## src/sv/cglm_pkg.sv

```systemverilog
`timescale 1ns / 1ps
// ---------------------------------------------------------------------------
// cglm_pkg
// Shared types, constants and helpers of the collision grid line march block.
// ---------------------------------------------------------------------------
package cglm_pkg;

  // grid size limits
  localparam int MAX_WIDTH  = 256;
  localparam int MAX_HEIGHT = 256;
  localparam int GRID_DEPTH = MAX_WIDTH * MAX_HEIGHT;
  localparam int ADDR_W     = $clog2(GRID_DEPTH);
  localparam int XC_W       = (MAX_WIDTH > 1) ? $clog2(MAX_WIDTH) : 1;
  localparam int YC_W       = (MAX_HEIGHT > 1) ? $clog2(MAX_HEIGHT) : 1;
  localparam int EFFW_W     = $clog2(MAX_WIDTH + 1);
  localparam int EFFH_W     = $clog2(MAX_HEIGHT + 1);
  localparam int PROD_W     = ADDR_W + EFFW_W;

  // field widths
  localparam int OP_W       = 3;
  localparam int COORD_W    = 16;
  localparam int CELL_W     = 24;
  localparam int DIM_W      = 9;
  localparam int STEP_W     = 16;
  localparam int BUDGET_W   = 8;
  localparam int CFG_IDX_W  = 2;
  localparam int CFG_DATA_W = 16;

  // march position: Q32.16, cell coordinate as 33-bit signed
  localparam int LOC_W = 33;
  localparam int POS_W = LOC_W - 1 + 16;

  // operation codes
  localparam logic [OP_W-1:0] OP_WRITE = 3'd0;
  localparam logic [OP_W-1:0] OP_CLEAR = 3'd1;
  localparam logic [OP_W-1:0] OP_READ  = 3'd2;
  localparam logic [OP_W-1:0] OP_POINT = 3'd3;
  localparam logic [OP_W-1:0] OP_LINE  = 3'd4;

  // configuration register indexes
  localparam logic [CFG_IDX_W-1:0] CFG_MAP_WIDTH  = 2'd0;
  localparam logic [CFG_IDX_W-1:0] CFG_MAP_HEIGHT = 2'd1;
  localparam logic [CFG_IDX_W-1:0] CFG_STEP_SIZE  = 2'd2;
  localparam logic [CFG_IDX_W-1:0] CFG_HIT_BUDGET = 2'd3;

  typedef enum logic [2:0] {
    K_WRITE,
    K_CLEAR,
    K_READ,
    K_POINT,
    K_LINE,
    K_NOP
  } kind_t;

  typedef struct packed {
    kind_t                      kind;
    logic signed [COORD_W-1:0]  sx;
    logic signed [COORD_W-1:0]  sy;
    logic signed [COORD_W-1:0]  ex;
    logic signed [COORD_W-1:0]  ey;
    logic [CELL_W-1:0]          val;
  } cmd_t;

  typedef struct packed {
    logic valid;
    cmd_t cmd;
  } cmd_slot_t;

  // effective configuration (clamped, zero step and budget act as one)
  typedef struct packed {
    logic [EFFW_W-1:0]   width;
    logic [EFFH_W-1:0]   height;
    logic [STEP_W-1:0]   step;
    logic [BUDGET_W-1:0] budget;
  } cfg_t;

  typedef struct packed {
    logic              ok;
    logic [ADDR_W-1:0] addr;
  } cell_loc_t;

  // bounds check and row-major address of a cell
  function automatic cell_loc_t cell_locate(input logic signed [LOC_W-1:0] x,
                                            input logic signed [LOC_W-1:0] y,
                                            input logic [EFFW_W-1:0] w,
                                            input logic [EFFH_W-1:0] h);
    cell_loc_t          r;
    logic [PROD_W-1:0]  prod;
    r.ok = !x[LOC_W-1] && !y[LOC_W-1] &&
           (x[LOC_W-2:0] < (LOC_W-1)'(w)) && (y[LOC_W-2:0] < (LOC_W-1)'(h));
    prod = PROD_W'(y[YC_W-1:0]) * PROD_W'(w) + PROD_W'(x[XC_W-1:0]);
    r.addr = prod[ADDR_W-1:0];
    return r;
  endfunction

  // widen an input coordinate
  function automatic logic signed [LOC_W-1:0] coord_ext(input logic signed [COORD_W-1:0] c);
    return {{(LOC_W-COORD_W){c[COORD_W-1]}}, c};
  endfunction

endpackage

```

## src/sv/cglm_in_if.sv

```systemverilog
`timescale 1ns / 1ps
// ---------------------------------------------------------------------------
// cglm_in_if
// Request channel: operation and coordinates with a valid/ready handshake.
// ---------------------------------------------------------------------------
interface cglm_in_if;
  logic                                 valid;
  logic                                 ready;
  logic [cglm_pkg::OP_W-1:0]            operation;
  logic signed [cglm_pkg::COORD_W-1:0]  start_x;
  logic signed [cglm_pkg::COORD_W-1:0]  start_y;
  logic signed [cglm_pkg::COORD_W-1:0]  end_x;
  logic signed [cglm_pkg::COORD_W-1:0]  end_y;
  logic [cglm_pkg::CELL_W-1:0]          cell_value;

  modport source(output valid, operation, start_x, start_y, end_x, end_y, cell_value,
                 input ready);
  modport sink(input valid, operation, start_x, start_y, end_x, end_y, cell_value,
               output ready);
endinterface

```

## src/sv/cglm_front.sv

```systemverilog
`timescale 1ns / 1ps
// ---------------------------------------------------------------------------
// cglm_front
// Accepts requests, classifies the operation and queues them in two slots.
// ---------------------------------------------------------------------------
module cglm_front (
  input  logic                clk,
  input  logic                rst_n,
  cglm_in_if.sink             in_ch,
  output cglm_pkg::cmd_slot_t head,
  input  logic                head_pop
);
  import cglm_pkg::*;

  cmd_t       slot_r [2];
  logic       wr_ptr_r, wr_ptr_nxt;
  logic       rd_ptr_r, rd_ptr_nxt;
  logic [1:0] count_r, count_nxt;
  logic       push;
  logic       pop;
  cmd_t       new_cmd;

  // operation decode
  always_comb begin
    new_cmd.sx  = in_ch.start_x;
    new_cmd.sy  = in_ch.start_y;
    new_cmd.ex  = in_ch.end_x;
    new_cmd.ey  = in_ch.end_y;
    new_cmd.val = in_ch.cell_value;
    case (in_ch.operation)
      OP_WRITE: new_cmd.kind = K_WRITE;
      OP_CLEAR: new_cmd.kind = K_CLEAR;
      OP_READ:  new_cmd.kind = K_READ;
      OP_POINT: new_cmd.kind = K_POINT;
      OP_LINE:  new_cmd.kind = K_LINE;
      default:  new_cmd.kind = K_NOP;
    endcase
  end

  assign in_ch.ready = (count_r != 2'd2);
  assign push        = in_ch.valid && in_ch.ready;
  assign pop         = head_pop && (count_r != 2'd0);

  assign head.valid = (count_r != 2'd0);
  assign head.cmd   = slot_r[rd_ptr_r];

  // queue pointers
  always_comb begin
    wr_ptr_nxt = push ? !wr_ptr_r : wr_ptr_r;
    rd_ptr_nxt = pop ? !rd_ptr_r : rd_ptr_r;
    count_nxt  = count_r + 2'(push) - 2'(pop);
  end

  always_ff @(posedge clk) begin
    if (!rst_n) begin
      wr_ptr_r <= 1'b0;
      rd_ptr_r <= 1'b0;
      count_r  <= 2'd0;
    end else begin
      wr_ptr_r <= wr_ptr_nxt;
      rd_ptr_r <= rd_ptr_nxt;
      count_r  <= count_nxt;
    end
  end

  // queue storage
  always_ff @(posedge clk) begin
    if (push) begin
      slot_r[wr_ptr_r] <= new_cmd;
    end
  end

endmodule

```

## src/flat_wrapper.sv

```systemverilog
// flat-port wrapper written by rule: the top's interface ports become plain ports
module cglm_front_flat import cglm_pkg::*;
  (clk, rst_n, head, head_pop, in_ch_valid, in_ch_operation, in_ch_start_x, in_ch_start_y, in_ch_end_x, in_ch_end_y, in_ch_cell_value, in_ch_ready);
  cglm_in_if in_ch_i ();
  input  logic clk;
  input  logic rst_n;
  output cglm_pkg::cmd_slot_t head;
  input  logic head_pop;
  input wire logic [$bits(in_ch_i.valid)-1:0] in_ch_valid;
  input wire logic [$bits(in_ch_i.operation)-1:0] in_ch_operation;
  input wire logic [$bits(in_ch_i.start_x)-1:0] in_ch_start_x;
  input wire logic [$bits(in_ch_i.start_y)-1:0] in_ch_start_y;
  input wire logic [$bits(in_ch_i.end_x)-1:0] in_ch_end_x;
  input wire logic [$bits(in_ch_i.end_y)-1:0] in_ch_end_y;
  input wire logic [$bits(in_ch_i.cell_value)-1:0] in_ch_cell_value;
  output wire logic [$bits(in_ch_i.ready)-1:0] in_ch_ready;
  assign in_ch_i.valid = in_ch_valid;
  assign in_ch_i.operation = in_ch_operation;
  assign in_ch_i.start_x = in_ch_start_x;
  assign in_ch_i.start_y = in_ch_start_y;
  assign in_ch_i.end_x = in_ch_end_x;
  assign in_ch_i.end_y = in_ch_end_y;
  assign in_ch_i.cell_value = in_ch_cell_value;
  assign in_ch_ready = in_ch_i.ready;
  cglm_front u_core (.clk(clk), .rst_n(rst_n), .in_ch(in_ch_i), .head(head), .head_pop(head_pop));
endmodule
```

## config.mk

```make
export PLATFORM = sky130hd
export DESIGN_NAME = cglm_front_flat
export DESIGN_NICKNAME = d
export VERILOG_FILES = /design/src/sv/cglm_pkg.sv /design/src/sv/cglm_in_if.sv /design/src/sv/cglm_front.sv /design/src/flat_wrapper.sv
export SDC_FILE = /design/constraint.sdc
export NUM_CORES = 1
export LEC_CHECK = 0
export ABC_AREA = 1
export BUFFER_PORTS_ARGS = -buffer_cell sky130_fd_sc_hd__buf_2
export CORE_MARGIN = 2
export CORE_UTILIZATION = 48
export DETAILED_ROUTE_END_ITERATION = 10
export PLACE_DENSITY_LB_ADDON = 0.08
export SYNTH_ARGS = -nofsm -noshare
export SYNTH_HDL_FRONTEND = slang
export SYNTH_SLANG_ARGS = --single-unit
export TNS_END_PERCENT = 20
```

## constraint.sdc

```tcl
create_clock -name clk -period 4.9 [get_ports clk]
set_clock_uncertainty 0.2 [all_clocks]
set_input_delay 0.49 -clock clk [delete_from_list [all_inputs] [get_ports clk]]
set_output_delay 0.49 -clock clk [all_outputs]
set_load 0.05 [all_outputs]
```

==> results of run 1 <==
critical path: cells and delay by family, from the launching register on:
kind                   cells  cell delay [ns]
buffers and inverters      2             0.62
muxes                      1             0.35
DFF                        1             0.89
stage by stage:
stage,util [%],power [W],setup slack [ns],std cells
after floorplan,-,0.00379,0.975,325
after global placement,55.3,0.00406,2.25,693
after detailed placement,55.3,0.00409,2.25,693
after CTS,59.4,0.00550,1.79,725
after global routing,59.4,0.00564,1.72,725
final,59.4,0.00543,1.83,725
cell families (layout without fill, tap and decap cells):
family / Yosys count / after routing / synth area share [%]
and+or+nand+nor: 21 / 21 / 1.13
muxes: 91 / 91 / 18.7
DFF: 187 / 187 / 76.4
buffers and inverters: 21 / 233 / 3.19
AOI/OAI and AO/OA: 3 / 3 / 0.240
adders and majority gates: 2 / 2 / 0.343
layout make-up:
type	count	area, sq um	share of cell area, %
clock buffers	26	509	5.70
clock inverters	6	108	1.20
inverters	10	40.0	0.448
multi-input cells	117	1500	16.7
flip-flops and latches	187	5570	62.3
well taps	188	235	2.63
repair buffers	191	978	11.0
flip-flops by register name, indices dropped and copies added, names as in the netlist, named ones only:
register / count
u_core.wr_ptr_r: 1
u_core.slot_r: 182
u_core.count_r: 2
u_core.rd_ptr_r: 1
placed cells by master (no fill, tap or decap), drive strengths merged:
| cell | count |
|---|---|
| buf | 191 |
| dfxtp | 5 |
| nand3 | 3 |
| a21o | 1 |
| nor2 | 9 |
| ha | 2 |
| clkbuf | 26 |
| mux2 | 91 |
| edfxtp | 182 |
| a21oi | 2 |
| bufinv | 3 |
| inv | 11 |
| nand2 | 9 |
| clkinv | 2 |
per-layer routing:
layer | global-route usage (%) | part of all wire (%) | vias up
met5 | 0 | 0.33 | -
met4 | 6.40 | 1.5 | 6
met3 | 5.90 | 6.6 | 17
met2 | 24.1 | 49 | 125
met1 | 18.7 | 43 | 1719
li1 | - | - | 1658
worst max path at each step:
| stage | to | startpoint | slack [ns] | cells past startpoint |
|---|---|---|---|---|
| detailed placement | head[80] | flop | 2.25 | 3 |
| floorplan | u_core.slot_r[0][0]$_DFFE_PP_ | u_core.count_r[0]$_SDFF_PN0_ | 0.98 | 4 |
| global route | head[74] | flop | 1.72 | 3 |
| finish | head[74] | flop | 1.83 | 3 |
| CTS | head[80] | flop | 1.79 | 3 |
| global placement | head[80] | flop | 2.25 | 3 |
power groups by stage:
stage	registers [W]	logic (W)	clock network, W
5_1_grt	0.00219	0.00195	0.00150
3_5_place_dp	0.00220	0.00189	0
3_3_place_gp	0.00219	0.00187	0
6_report	0.00217	0.00186	0.00140
4_1_cts	0.00217	0.00189	0.00143
2_1_floorplan	0.00214	0.00165	0
cell usage after synthesis (all sizes together):
cell type,instances
a21o,1
a21oi,2
buf,10
clkbuf,1
dfxtp,5
edfxtp,182
ha,2
inv,10
mux2,91
nand2,9
nand3,3
nor2,9
==> impl_table.tex, run 1 <==
\begin{tabular}{lr}
\hline
Metric & Value \\
\hline
\multicolumn{2}{l}{\textbf{Status}} \\
\quad Run status & completed \\
\multicolumn{2}{l}{\textbf{Power and ir drop}} \\
\quad Switching portion of total power & 35.3\% \\
\quad Net Sw Power & $\sim$0.0019 W \\
\quad Combinational cell fraction of total power & 34.3\% \\
\quad Share of power burned in the clock network & 25.8\% \\
\quad Pwr/cell area & 608 nW/um\^{}2 \\
\quad Internal cell power & $\sim$0.0035 W \\
\quad Portion of total power attributed to sequential cells & 39.9\% \\
\quad IR drop worst, VDD & around 620 uV \\
\quad Static leakage & $\sim$3.6 nW \\
\multicolumn{2}{l}{\textbf{Min path}} \\
\quad Path type of the worst min-delay path & input pin to flop \\
\quad Depth of the worst hold-timing path & 1 \\
\quad Worst Hold End & u\_core.slot\_r[0][38]\$\_DFFE\_PP\_ \\
\quad Hold path startpoint & in\_ch\_end\_y[14] \\
\multicolumn{2}{l}{\textbf{Synthesis}} \\
\quad Count of different cell masters after synthesis & 14 \\
\quad Net count after synthesis & 422 \\
\quad Most area-hungry cell type in the Yosys netlist & sky130\_fd\_sc\_hd\_\_edfxtp\_1 \\
\quad Share of the synthesized area in the top cell type & between 70 and 80\% \\
\quad Flop and latch count out of synthesis & 187 \\
\quad Yosys warnings & 0 \\
\quad Seq/Total Area, Yosys & 76.4\% \\
\quad Post-Synthesis Cell Area & 7290 sq um \\
\quad Average cell area after synthesis & $\sim$22 sq um \\
\quad Instance count of the mapped netlist & approximately 330 \\
\quad Cells taking the most area after synthesis & sky130\_fd\_sc\_hd\_\_edfxtp\_1 (75\%), sky130\_fd\_sc\_hd\_\_mux2\_4 (19\%), sky130\_fd\_sc\_hd\_\_buf\_12 (2.5\%), sky130\_fd\_sc\_hd\_\_dfxtp\_1 (1.4\%), sky130\_fd\_sc\_hd\_\_inv\_1 (0.52\%) \\
\multicolumn{2}{l}{\textbf{Placement}} \\
\quad Post-DP HPWL & 8.07 mm \\
\quad Port bufs & roughly 190 \\
\quad Final weighted congestion in routability-driven placement & 0.737 \\
\quad Cell area after placement & 8320 sq um \\
\multicolumn{2}{l}{\textbf{Timing}} \\
\quad Post-layout minimum cycle time & 3.07 ns \\
\quad Unrepaired setup endpoints after global routing & no \\
\quad Final number of max-transition violations & 0 \\
\quad Total Negative Setup Slacks & 0 ns \\
\quad Slew at the pin with the worst max-slew slack & approximately 0.87 ns \\
\quad Post-route clock period utilization & a little over three fifths \\
\quad Final number of hold-violating endpoints & 0 \\
\quad Fmax & 326 MHz \\
\quad Final setup violation count & 0 \\
\quad Hold Slack & 0.0578 ns \\
\quad Worst-case headroom to the max-slew limit & $\sim$42\% \\
\multicolumn{2}{l}{\textbf{CTS}} \\
\quad Number of buffers added by the clock tree synthesis step & 17 \\
\quad Number of gates resized after cts & 0 \\
\quad Worst skew pair latency & 0.41 ns \\
\quad Clk pin slew, worst setup/hold paths & roughly 0.06 ns \\
\quad Post-CTS Setup Repair Bufs & 0 \\
\quad H-Tree Depth & 4 \\
\quad Hold-fix buffer count after cts & 0 \\
\quad Buffer depth of the longest clock path & 2 \\
\quad Clock Root Buffer & sky130\_fd\_sc\_hd\_\_clkbuf\_16 \\
\quad CTS Sinks & 187 \\
\quad Clock tree from TritonCTS & done \\
\multicolumn{2}{l}{\textbf{Critical path}} \\
\quad Start-to-end type of the worst setup path & flop to output port \\
\quad Worst reg2reg path depth & 5 \\
\quad CP Launch Type & flop \\
\quad Worst reg2reg path startpoint & u\_core.count\_r[0]\$\_SDFF\_PN0\_ \\
\quad CP required & 4.21 ns \\
\quad Cell Chain, Critical Path & buf\_12 -> mux2\_4 -> buf\_2 \\
\quad RR Endpoint & u\_core.slot\_r[1][84]\$\_DFFE\_PP\_ \\
\quad Worst setup EP type & output port \\
\quad Worst path arrival time & 2.38 ns \\
\quad Maximum fanout encountered on the critical timing path & 48 \\
\quad Stage delay of the slowest cell on the critical path & 0.89 ns \\
\quad Register-to-register setup slack & 2.51 ns \\
\quad Crit-path slowest cell & sky130\_fd\_sc\_hd\_\_dfxtp\_4 \\
\multicolumn{2}{l}{\textbf{Die}} \\
\quad Count of pins on the block boundary & 188 \\
\quad Number of standard-cell rows in the floorplan & 45 \\
\quad Core footprint & 15000 sq um \\
\quad Effective utilization at floorplan & about half \\
\quad Vertical extent of the die & between 100 and 150 um \\
\quad Die Area & 16200 sq um \\
\quad Die outline width & 127 um \\
\multicolumn{2}{l}{\textbf{Drt}} \\
\quad Total detailed-routing wirelength & 12.3 mm \\
\quad Via count & 3525 \\
\quad Pre-antenna DRT Iters & 4 \\
\quad Post-DRT Antenna Nets & 0 \\
\quad Mean number of vias per cell & 4.86 \\
\quad Routed wirelength normalized by instance count & 17.0 um \\
\quad Number of remaining DRC errors & 0 \\
\quad Count of routing violations after the opening detailed-route iteration & 227 \\
\multicolumn{2}{l}{\textbf{GRT}} \\
\quad Remaining global-route overflow & 0 \\
\quad Number of antenna violations at the first check in global routing & 3 \\
\quad Global-route wire length before repair & 18.1 mm \\
\quad Pin count of the biggest net entering global routing & 65 \\
\quad Via count of the first global-routing pass & 3434 \\
\quad Overall Global Routing Usage & approximately 15\% \\
\multicolumn{2}{l}{\textbf{Flow run}} \\
\quad Number of max-capacitance violations reported & 0 \\
\multicolumn{2}{l}{\textbf{Layout}} \\
\quad Number of nets in the layout & $\sim$620 \\
\quad Antenna fix cells & 0 \\
\quad Filler Cell Count & 1155 \\
\quad Share of cells above drive strength 1 & 58.1\% \\
\quad Post-route cell area & between 8000 and 9000 sq um \\
\quad Area growth from synthesis to layout & 22.6\% \\
\hline
\end{tabular}
Note: power is estimated with default switching activity, not from simulation.
==> run 2, diff against run 1 <==
--- a/config.mk
+++ b/config.mk
@@ -5,10 +5,10 @@
 export SDC_FILE = /design/constraint.sdc
 export NUM_CORES = 1
 export LEC_CHECK = 0
-export ABC_AREA = 1
+export ABC_AREA = 0
 export BUFFER_PORTS_ARGS = -buffer_cell sky130_fd_sc_hd__buf_2
 export CORE_MARGIN = 2
-export CORE_UTILIZATION = 48
+export CORE_UTILIZATION = 51
 export DETAILED_ROUTE_END_ITERATION = 10
 export PLACE_DENSITY_LB_ADDON = 0.08
 export SYNTH_ARGS = -nofsm -noshare
==> constraint.sdc (replaced) <==
create_clock -name clk -period 3.1 [get_ports clk]
set_clock_uncertainty 0.2 [all_clocks]
set_input_delay 0.31 -clock clk [delete_from_list [all_inputs] [get_ports clk]]
set_output_delay 0.31 -clock clk [all_outputs]
set_load 0.05 [all_outputs]
==> run 2 against run 1 <==
  * Flip-flop and latch count unchanged
  * Total power increased by 60%
  * Final cell count is 10% higher
  * First-iteration DRC count grew 11%
  * Synthesized cell count fell by 3.7%
  * Register-to-register slack got worse by 1.6 ns
  * Design area is 10% higher
  * Hold slack worse by 0.0038 ns
  * Area after synthesis down 0.14%
  * Largest power group is now combinational cells
  * Highest routed layer is now met4
==> impl_table.tex, run 2 <==
\begin{tabular}{lr}
\hline
Metric & Value \\
\hline
\multicolumn{2}{l}{\textbf{Layout}} \\
\quad Filler Cell Count & 942 (was 1155) \\
\quad Area growth from synthesis to layout & 35.1\% (was 22.6\%) \\
\quad Sequential Area & 5570 sq um (unchanged) \\
\quad Most common cell after layout, fill and taps aside & sky130\_fd\_sc\_hd\_\_buf\_2 (unchanged) \\
\quad Commonest non-fill, non-tap cells in the layout & sky130\_fd\_sc\_hd\_\_buf\_2 (187), sky130\_fd\_sc\_hd\_\_edfxtp\_1 (182), sky130\_fd\_sc\_hd\_\_dlygate4sd3\_1 (93) (was sky130\_fd\_sc\_hd\_\_buf\_2 (187), sky130\_fd\_sc\_hd\_\_edfxtp\_1 (182), sky130\_fd\_sc\_hd\_\_mux2\_4 (90)) \\
\quad Post-route cell area & 9830 sq um (was 8930 sq um) \\
\quad Antenna fix cells & 0 (unchanged) \\
\quad Number of flip-flops in the largest register & 182 (unchanged) \\
\quad Share of cells above drive strength 1 & 50.2\% (was 58.1\%) \\
\quad Number of nets in the layout & 705 (was 621) \\
\quad Leading registers by flop count & u\_core.slot\_r (182), u\_core.count\_r (2) (unchanged) \\
\quad Multi-input logic area & 1520 sq um (was 1500 sq um) \\
\quad Biggest register & u\_core.slot\_r (unchanged) \\
\multicolumn{2}{l}{\textbf{Timing}} \\
\quad Unrepaired setup endpoints after global routing & no (unchanged) \\
\quad Fmax & $\sim$430 MHz \\
\quad Worst-case headroom to the max-slew limit & 65.5\% (was 42.0\%) \\
\quad Final number of hold-violating endpoints & 0 (unchanged) \\
\quad Post-route clock period utilization & 74.4\% \\
\quad Post-layout minimum cycle time & 2.31 ns \\
\quad Hold Slack & 0.0540 ns (was 0.0578 ns) \\
\quad Final setup violation count & 0 (unchanged) \\
\quad Final number of max-transition violations & 0 (unchanged) \\
\quad Slew at the pin with the worst max-slew slack & 0.517 ns (was 0.870 ns) \\
\multicolumn{2}{l}{\textbf{CTS}} \\
\quad H-Tree Depth & 4 (unchanged) \\
\quad Post-CTS Setup Repair Bufs & 0 (unchanged) \\
\quad Worst skew pair latency & 0.42 ns (was 0.41 ns) \\
\quad Clock Root Buffer & sky130\_fd\_sc\_hd\_\_clkbuf\_16 (unchanged) \\
\quad CTS Sinks & 187 (unchanged) \\
\quad Number of gates resized after cts & 0 (unchanged) \\
\quad Hold-fix buffer count after cts & 93 (was 0) \\
\quad Number of buffers added by the clock tree synthesis step & 17 (unchanged) \\
\quad Clk pin slew, worst setup/hold paths & 0.06 ns (about the same) \\
\quad Buffer depth of the longest clock path & 2 (unchanged) \\
\quad Clock tree from TritonCTS & done (unchanged) \\
\multicolumn{2}{l}{\textbf{GRT}} \\
\quad Overall Global Routing Usage & 17.5\% (was 15.1\%) \\
\quad Pin count of the biggest net entering global routing & 48 (was 65) \\
\quad Global-route wire length before repair & 19.2 mm (was 18.1 mm) \\
\quad Remaining global-route overflow & 0 (unchanged) \\
\quad Via count of the first global-routing pass & 3953 (was 3434) \\
\quad Number of antenna violations at the first check in global routing & 0 (was 3) \\
\multicolumn{2}{l}{\textbf{Drt}} \\
\quad Via count & 3838 (was 3525) \\
\quad Post-DRT Antenna Nets & 0 (unchanged) \\
\quad Total detailed-routing wirelength & 12.8 mm (was 12.3 mm) \\
\quad Mean number of vias per cell & 4.80 (was 4.86) \\
\quad Pre-antenna DRT Iters & 4 (unchanged) \\
\quad Number of remaining DRC errors & 0 (unchanged) \\
\quad Count of routing violations after the opening detailed-route iteration & 252 (was 227) \\
\quad Routed wirelength normalized by instance count & 16.0 um (was 17.0 um) \\
\multicolumn{2}{l}{\textbf{Synthesis}} \\
\quad Predominant post-synthesis flop cell & sky130\_fd\_sc\_hd\_\_edfxtp\_1 (unchanged) \\
\quad Most frequent cells after synthesis & sky130\_fd\_sc\_hd\_\_edfxtp\_1 (182), sky130\_fd\_sc\_hd\_\_mux2\_4 (90), sky130\_fd\_sc\_hd\_\_buf\_12 (9), sky130\_fd\_sc\_hd\_\_dfxtp\_1 (5) (was sky130\_fd\_sc\_hd\_\_edfxtp\_1 (182), sky130\_fd\_sc\_hd\_\_mux2\_4 (90), sky130\_fd\_sc\_hd\_\_inv\_1 (10)) \\
\quad Yosys warnings & 0 (unchanged) \\
\quad Proportion of register bits with asynchronous set or reset after synthesis & 0\% (unchanged) \\
\quad Seq/Total Area, Yosys & 76.5\% (was 76.4\%) \\
\quad Most frequently used cell type in the post-synthesis netlist & sky130\_fd\_sc\_hd\_\_edfxtp\_1 (unchanged) \\
\quad Flop and latch count out of synthesis & 187 (unchanged) \\
\quad Average cell area after synthesis & 23.2 sq um (was 22.4 sq um) \\
\quad Instance count of the mapped netlist & 313 (was 325) \\
\quad Most area-hungry cell type in the Yosys netlist & sky130\_fd\_sc\_hd\_\_edfxtp\_1 (unchanged) \\
\quad Post-synth EDFFs & 182 (unchanged) \\
\quad Post-Synthesis Cell Area & 7280 sq um (was 7290 sq um) \\
\quad Share of the synthesized area in the top cell type & 75.1\% (was 75.0\%) \\
\quad Net count after synthesis & 410 (was 422) \\
\quad Count of different cell masters after synthesis & 23 (was 14) \\
\quad Cells taking the most area after synthesis & sky130\_fd\_sc\_hd\_\_edfxtp\_1 (75\%), sky130\_fd\_sc\_hd\_\_mux2\_4 (19\%), sky130\_fd\_sc\_hd\_\_buf\_12 (2.5\%), sky130\_fd\_sc\_hd\_\_dfxtp\_1 (1.4\%), sky130\_fd\_sc\_hd\_\_ha\_1 (0.34\%) (was sky130\_fd\_sc\_hd\_\_edfxtp\_1 (75\%), sky130\_fd\_sc\_hd\_\_mux2\_4 (19\%), sky130\_fd\_sc\_hd\_\_buf\_12 (2.5\%), sky130\_fd\_sc\_hd\_\_dfxtp\_1 (1.4\%), sky130\_fd\_sc\_hd\_\_inv\_1 (0.52\%)) \\
\multicolumn{2}{l}{\textbf{Placement}} \\
\quad Post-DP HPWL & 8.05 mm (was 8.07 mm) \\
\quad Port bufs & 187 (unchanged) \\
\quad Final weighted congestion in routability-driven placement & 0.669 (was 0.737) \\
\quad Cell area after placement & 8360 sq um (was 8320 sq um) \\
\multicolumn{2}{l}{\textbf{Critical path}} \\
\quad CP endpoint & head[63] (was head[74]) \\
\quad Family with the most delay on the worst path & buffers and inverters (was flip-flops) \\
\quad Cell Chain, Critical Path & buf\_12 -> mux2\_4 -> buf\_2 (unchanged) \\
\quad Register-to-register setup slack & 0.94 ns (was 2.51 ns) \\
\quad Start-to-end type of the worst setup path & flop to output port (unchanged) \\
\quad RR Endpoint & u\_core.slot\_r[0][61]\$\_DFFE\_PP\_ (was u\_core.slot\_r[1][84]\$\_DFFE\_PP\_) \\
\quad Stage delay of the slowest cell on the critical path & 0.45 ns (was 0.89 ns) \\
\quad Worst setup EP type & output port (unchanged) \\
\quad Crit-path slowest cell & sky130\_fd\_sc\_hd\_\_dfxtp\_4 (unchanged) \\
\quad Worst reg2reg path startpoint & u\_core.count\_r[0]\$\_SDFF\_PN0\_ (unchanged) \\
\quad Buf/Inv on CP & 2 (unchanged) \\
\quad Worst reg2reg path depth & 4 (was 5) \\
\quad Total number of cells along the worst setup path & 3 (unchanged) \\
\quad CP Launch Type & flop (unchanged) \\
\quad CP required & 2.59 ns (was 4.21 ns) \\
\quad Worst path arrival time & 1.80 ns (was 2.38 ns) \\
\quad Maximum fanout encountered on the critical timing path & 43 (was 48) \\
\multicolumn{2}{l}{\textbf{Min path}} \\
\quad Hold path startpoint & in\_ch\_operation[1] (was in\_ch\_end\_y[14]) \\
\quad Path type of the worst min-delay path & input pin to flop (unchanged) \\
\multicolumn{2}{l}{\textbf{Power and ir drop}} \\
\quad Static leakage & 3.90 nW (was 3.57 nW) \\
\quad IR drop worst, VDD & 581 uV (was 622 uV) \\
\quad Pwr/cell area & 884 nW/um\^{}2 (was 608 nW/um\^{}2) \\
\quad Power Total & 0.00869 W (was 0.00543 W) \\
\multicolumn{2}{l}{\textbf{Flow run}} \\
\quad Number of max-capacitance violations reported & 0 (unchanged) \\
\multicolumn{2}{l}{\textbf{Status}} \\
\quad Run status & completed (unchanged) \\
\multicolumn{2}{l}{\textbf{Die}} \\
\quad Effective utilization at floorplan & 52.2\% (was 48.5\%) \\
\quad Core footprint & 13900 sq um (was 15000 sq um) \\
\quad Die Area & 15200 sq um (was 16200 sq um) \\
\quad Number of standard-cell rows in the floorplan & 43 (was 45) \\
\quad Die outline width & 123 um (was 127 um) \\
\quad Vertical extent of the die & 123 um (was 127 um) \\
\quad Count of pins on the block boundary & 188 (unchanged) \\
\hline
\end{tabular}
run 2: changes by cell type after synthesis, sizes merged, moves of 3 or more:
cell | previous run | this run
nor2 | 9 | 3
nand3 | 3 | 0
inv | 10 | 3
and2 | 0 | 3
nand2 | 9 | 1
run 2: report_power, final:
group / internal [W] / switching [W]
combinational: 0.00115 / 0.00223
clock: 0.00116 / 0.000826
sequential: 0.00320 / 0.000116
run 2: worst min path at each step:
stage / endpoint / cells past startpoint
floorplan: u_core.slot_r[0][0]$_DFFE_PP_ / 0
global placement: flop / 2
detailed placement: u_core.slot_r[0][87]$_DFFE_PP_ / 1
CTS: u_core.slot_r[0][89]$_DFFE_PP_ / 2
global route: u_core.slot_r[0][89]$_DFFE_PP_ / 2
finish: u_core.slot_r[0][89]$_DFFE_PP_ / 2
run 2: stage by stage:
step | std cells | utilization, % | setup WS (ns) | setup TNS [ns]
6_report | 800 | 70.5 | 0.794 | 0
5_1_grt | 800 | 70.5 | 0.707 | 0
4_1_cts | 800 | 70.5 | 0.741 | 0
3_5_place_dp | 676 | 60.0 | 0.934 | 0
3_3_place_gp | 676 | 60.0 | 1.02 | 0
2_1_floorplan | 313 | - | -0.636 | -57.91
run 2: kinds of logic (layout without fill, tap and decap cells):
group                    Yosys count  after routing  share of synthesized area [%]
AO/OA/AOI/OAI                      3              3                          0.275
XOR/XNOR                           2              2                          0.241
adder cells (fa/ha/maj)            2              2                          0.344
buffers and inverters             14            321                           2.84
flip-flops                       187            187                           76.5
multiplexers                      91             91                           18.7
AND/OR/NAND/NOR                   14             14                           1.08
run 2: layout make-up:
type	instances	share of cell area (%)
timing repair buffer	287	20.0
clock buffer	19	4.40
tap	180	2.29
clock inverter	12	1.08
inverter	3	0.115
sequential	187	56.7
multi-input combinational	112	15.4
run 2: metal layers:
metal / GRT usage [%] / up-vias / share of wire (%)
met5: 0 / - / 0
met4: 8.59 / 0 / 2.3
met3: 5.17 / 23 / 6.1
met2: 30.6 / 119 / 53
met1: 19.4 / 1874 / 38
li1: - / 1822 / -
==> run 3, diff against run 2 <==
--- a/config.mk
+++ b/config.mk
@@ -8,7 +8,7 @@
 export ABC_AREA = 0
 export BUFFER_PORTS_ARGS = -buffer_cell sky130_fd_sc_hd__buf_2
 export CORE_MARGIN = 2
-export CORE_UTILIZATION = 51
+export CORE_UTILIZATION = 48
 export DETAILED_ROUTE_END_ITERATION = 10
 export PLACE_DENSITY_LB_ADDON = 0.08
 export SYNTH_ARGS = -nofsm -noshare
==> constraint.sdc (replaced) <==
create_clock -name clk -period 2.1 [get_ports clk]
set_clock_uncertainty 0.2 [all_clocks]
set_input_delay 0.21 -clock clk [delete_from_list [all_inputs] [get_ports clk]]
set_output_delay 0.21 -clock clk [all_outputs]
set_load 0.05 [all_outputs]
==> run 3 against run 2 <==
  * Worst setup slack worse by 0.77 ns
  * Clock-buffer cell count unchanged
  * Global-route usage down 0.51 points
  * First-iteration DRC count is 25% lower
  * Combinational power grew 54%
  * Flip-flop and latch count unchanged
  * Design area up 2.1%
  * Sequential power increased by 48%
  * Largest cell class unchanged
==> impl_table.tex, run 3 (same netlist as run 2, synthesis figures left out) <==
\begin{tabular}{lr}
\hline
Metric & Value \\
\hline
\multicolumn{2}{l}{\textbf{Status}} \\
\quad Run status & completed (unchanged) \\
\multicolumn{2}{l}{\textbf{Layout}} \\
\quad Area growth from synthesis to layout & 38.0\% (was 35.1\%) \\
\quad Number of nets in the layout & 709 (was 705) \\
\quad Share of cells above drive strength 1 & 51.8\% (was 50.2\%) \\
\quad Leading registers by flop count & u\_core.slot\_r (182), u\_core.count\_r (2) (unchanged) \\
\quad Commonest non-fill, non-tap cells in the layout & sky130\_fd\_sc\_hd\_\_edfxtp\_1 (182), sky130\_fd\_sc\_hd\_\_buf\_2 (175), sky130\_fd\_sc\_hd\_\_dlygate4sd3\_1 (93) (was sky130\_fd\_sc\_hd\_\_buf\_2 (187), sky130\_fd\_sc\_hd\_\_edfxtp\_1 (182), sky130\_fd\_sc\_hd\_\_dlygate4sd3\_1 (93)) \\
\quad Most common cell after layout, fill and taps aside & sky130\_fd\_sc\_hd\_\_edfxtp\_1 (was sky130\_fd\_sc\_hd\_\_buf\_2) \\
\quad Antenna fix cells & 0 (unchanged) \\
\quad Biggest register & u\_core.slot\_r (unchanged) \\
\quad Number of flip-flops in the largest register & 182 (unchanged) \\
\multicolumn{2}{l}{\textbf{Critical path}} \\
\quad Cell Chain, Critical Path & buf\_16 -> mux2\_4 -> buf\_2 (was buf\_12 -> mux2\_4 -> buf\_2) \\
\quad Stage delay of the slowest cell on the critical path & 0.44 ns (was 0.45 ns) \\
\quad Start-to-end type of the worst setup path & flop to output port (unchanged) \\
\quad CP required & 1.69 ns (was 2.59 ns) \\
\quad Family with the most delay on the worst path & buffers and inverters (unchanged) \\
\quad Crit-path slowest cell & sky130\_fd\_sc\_hd\_\_dfxtp\_4 (unchanged) \\
\quad Worst setup EP type & output port (unchanged) \\
\quad Worst reg2reg path startpoint & u\_core.count\_r[1]\$\_SDFF\_PN0\_ (was u\_core.count\_r[0]\$\_SDFF\_PN0\_) \\
\quad Worst path arrival time & 1.66 ns (was 1.80 ns) \\
\quad Buf/Inv on CP & 2 (unchanged) \\
\quad RR Endpoint & u\_core.count\_r[1]\$\_SDFF\_PN0\_ (was u\_core.slot\_r[0][61]\$\_DFFE\_PP\_) \\
\quad Worst reg2reg path depth & 7 (was 4) \\
\quad Maximum fanout encountered on the critical timing path & 31 (was 43) \\
\quad Total number of cells along the worst setup path & 3 (unchanged) \\
\quad CP Launch Type & flop (unchanged) \\
\quad Register-to-register setup slack & 0.31 ns (was 0.94 ns) \\
\multicolumn{2}{l}{\textbf{Timing}} \\
\quad Slew at the pin with the worst max-slew slack & 0.319 ns (was 0.517 ns) \\
\quad Fmax & 483 MHz \\
\quad Final number of max-transition violations & 0 (unchanged) \\
\quad Setup slack after layout & 0.0280 ns (was 0.794 ns) \\
\quad Hold Slack & 0.0203 ns (was 0.0540 ns) \\
\quad Post-layout minimum cycle time & 2.07 ns \\
\quad Unrepaired setup endpoints after global routing & yes (was no) \\
\quad Worst-case headroom to the max-slew limit & 78.7\% (was 65.5\%) \\
\quad Final setup violation count & 0 (unchanged) \\
\quad Post-route clock period utilization & between 90\% and 100\% \\
\quad Final number of hold-violating endpoints & 0 (unchanged) \\
\multicolumn{2}{l}{\textbf{Drt}} \\
\quad Count of routing violations after the opening detailed-route iteration & 190 (was 252) \\
\quad Post-DRT Antenna Nets & 0 (unchanged) \\
\quad Pre-antenna DRT Iters & 4 (unchanged) \\
\quad Mean number of vias per cell & 4.77 (was 4.80) \\
\quad Total detailed-routing wirelength & 13.5 mm (was 12.8 mm) \\
\quad Routed wirelength normalized by instance count & 16.7 um (was 16.0 um) \\
\quad Via count & 3855 (was 3838) \\
\quad Number of remaining DRC errors & 0 (unchanged) \\
\multicolumn{2}{l}{\textbf{CTS}} \\
\quad CTS Sinks & 187 (unchanged) \\
\quad Worst skew pair latency & 0.41 ns (was 0.42 ns) \\
\quad Clock Root Buffer & sky130\_fd\_sc\_hd\_\_clkbuf\_16 (unchanged) \\
\quad Clk pin slew, worst setup/hold paths & 0.06 ns (about the same) \\
\quad Clock tree from TritonCTS & done (unchanged) \\
\quad H-Tree Depth & 4 (unchanged) \\
\quad Number of buffers added by the clock tree synthesis step & 17 (unchanged) \\
\quad Buffer depth of the longest clock path & 2 (unchanged) \\
\multicolumn{2}{l}{\textbf{Power and ir drop}} \\
\quad Static leakage & 3.99 nW (was 3.90 nW) \\
\quad IR drop worst, VDD & 803 uV (was 581 uV) \\
\quad Pwr/cell area & 1320 nW/um\^{}2 (was 884 nW/um\^{}2) \\
\multicolumn{2}{l}{\textbf{GRT}} \\
\quad Remaining global-route overflow & 0 (unchanged) \\
\quad Global-route wire length before repair & 20.8 mm (was 19.2 mm) \\
\quad Number of antenna violations at the first check in global routing & 0 (unchanged) \\
\quad Overall Global Routing Usage & 17.0\% (was 17.5\%) \\
\quad Pin count of the biggest net entering global routing & 49 (was 48) \\
\quad Via count of the first global-routing pass & 4123 (was 3953) \\
\multicolumn{2}{l}{\textbf{Min path}} \\
\quad Path type of the worst min-delay path & input pin to flop (unchanged) \\
\quad Depth of the worst hold-timing path & 2 (unchanged) \\
\quad Worst Hold End & u\_core.slot\_r[1][89]\$\_DFFE\_PP\_ (was u\_core.slot\_r[0][89]\$\_DFFE\_PP\_) \\
\quad Hold path startpoint & in\_ch\_operation[1] (unchanged) \\
\multicolumn{2}{l}{\textbf{Die}} \\
\quad Effective utilization at floorplan & 49.7\% (was 52.2\%) \\
\quad Core footprint & 14600 sq um (was 13900 sq um) \\
\quad Number of standard-cell rows in the floorplan & 44 (was 43) \\
\quad Die Area & 16200 sq um (was 15200 sq um) \\
\quad Count of pins on the block boundary & 188 (unchanged) \\
\quad Die outline width & 127 um (was 123 um) \\
\quad Vertical extent of the die & 127 um (was 123 um) \\
\multicolumn{2}{l}{\textbf{Placement}} \\
\quad Final weighted congestion in routability-driven placement & 0.720 (was 0.669) \\
\quad Worst slack after detailed placement & 0.286 ns (was 0.934 ns) \\
\quad Port bufs & 187 (unchanged) \\
\quad Post-DP HPWL & 8.40 mm (was 8.05 mm) \\
\multicolumn{2}{l}{\textbf{Flow run}} \\
\quad Number of max-capacitance violations reported & 0 (unchanged) \\
\hline
\end{tabular}
==> run 3: power by group <==
| group | internal (W) | switching [W] |
|---|---|---|
| Clock | 0.00186 | 0.00127 |
| Sequential | 0.00473 | 0.000177 |
| Combinational | 0.00188 | 0.00334 |
| Total | 0.00847 | 0.00479 |
==> run 3: worst reg2reg max path, delay by kind of cell, from the launching register on <==
| family | cells | cell delay [ns] |
|---|---|---|
| DFF | 1 | 0.36 |
| and+or+nand+nor | 2 | 0.26 |
| xor gates and xnor gates | 1 | 0.14 |
| AOI/OAI and AO/OA | 1 | 0.25 |
| adders and majority gates | 2 | 0.47 |
| buffers and inverters | 1 | 0.04 |
==> run 3: per-layer routing <==
metal,part of all wire (%),up-vias,GRT usage (%)
li1,-,1827,-
met4,2.0,0,6.85
met2,52,132,28.8
met3,6.0,19,5.15
met5,0,-,0
met1,40,1877,20.4
==> run 3: how the worst max path moves through the flow <==
stage / from / to / slack, ns
final: flop / head[9] / 0.03
after global routing: flop / head[63] / -0.04
after detailed placement: u_core.count_r[1]$_SDFF_PN0_ / u_core.count_r[1]$_SDFF_PN0_ / 0.29
after global placement: flop / head[48] / 0.31
after CTS: flop / head[90] / 0.0008
after floorplan: u_core.count_r[0]$_SDFF_PN0_ / u_core.slot_r[0][0]$_DFFE_PP_ / -0.63
==> run 3: timing repair <==
action / CTS / global route
hold endpoints to repair: 187 / 0
setup buffers: 2 / 0
hold buffers: 93 / 0
endpoints found under the setup margin: 81 / 59
resized for setup: 8 / 24
==> run 3: stage by stage <==
stage | std cells | cell area (sq um) | total power, W | setup TNS, ns | utilization [%]
finish | 809 | 10000 | 0.0133 | 0 | 68.5
floorplan | 313 | 7300 | 0.00917 | -83.67 | -
detailed placement | 682 | 8420 | 0.00996 | 0 | 57.5
global placement | 682 | 8420 | 0.00990 | 0 | 57.5
CTS | 809 | 9970 | 0.0133 | 0 | 68.1
global route | 809 | 10000 | 0.0138 | -1.38 | 68.5
==> run 3: final cells by class <==
cell class	instances	area (sq um)
repair buffers	291	2110
well taps	184	230
flip-flops and latches	187	5570
clock buffers	19	433
inverters	3	11.3
fillers	984	4610
multi-input cells	112	1530
clock inverters	13	151
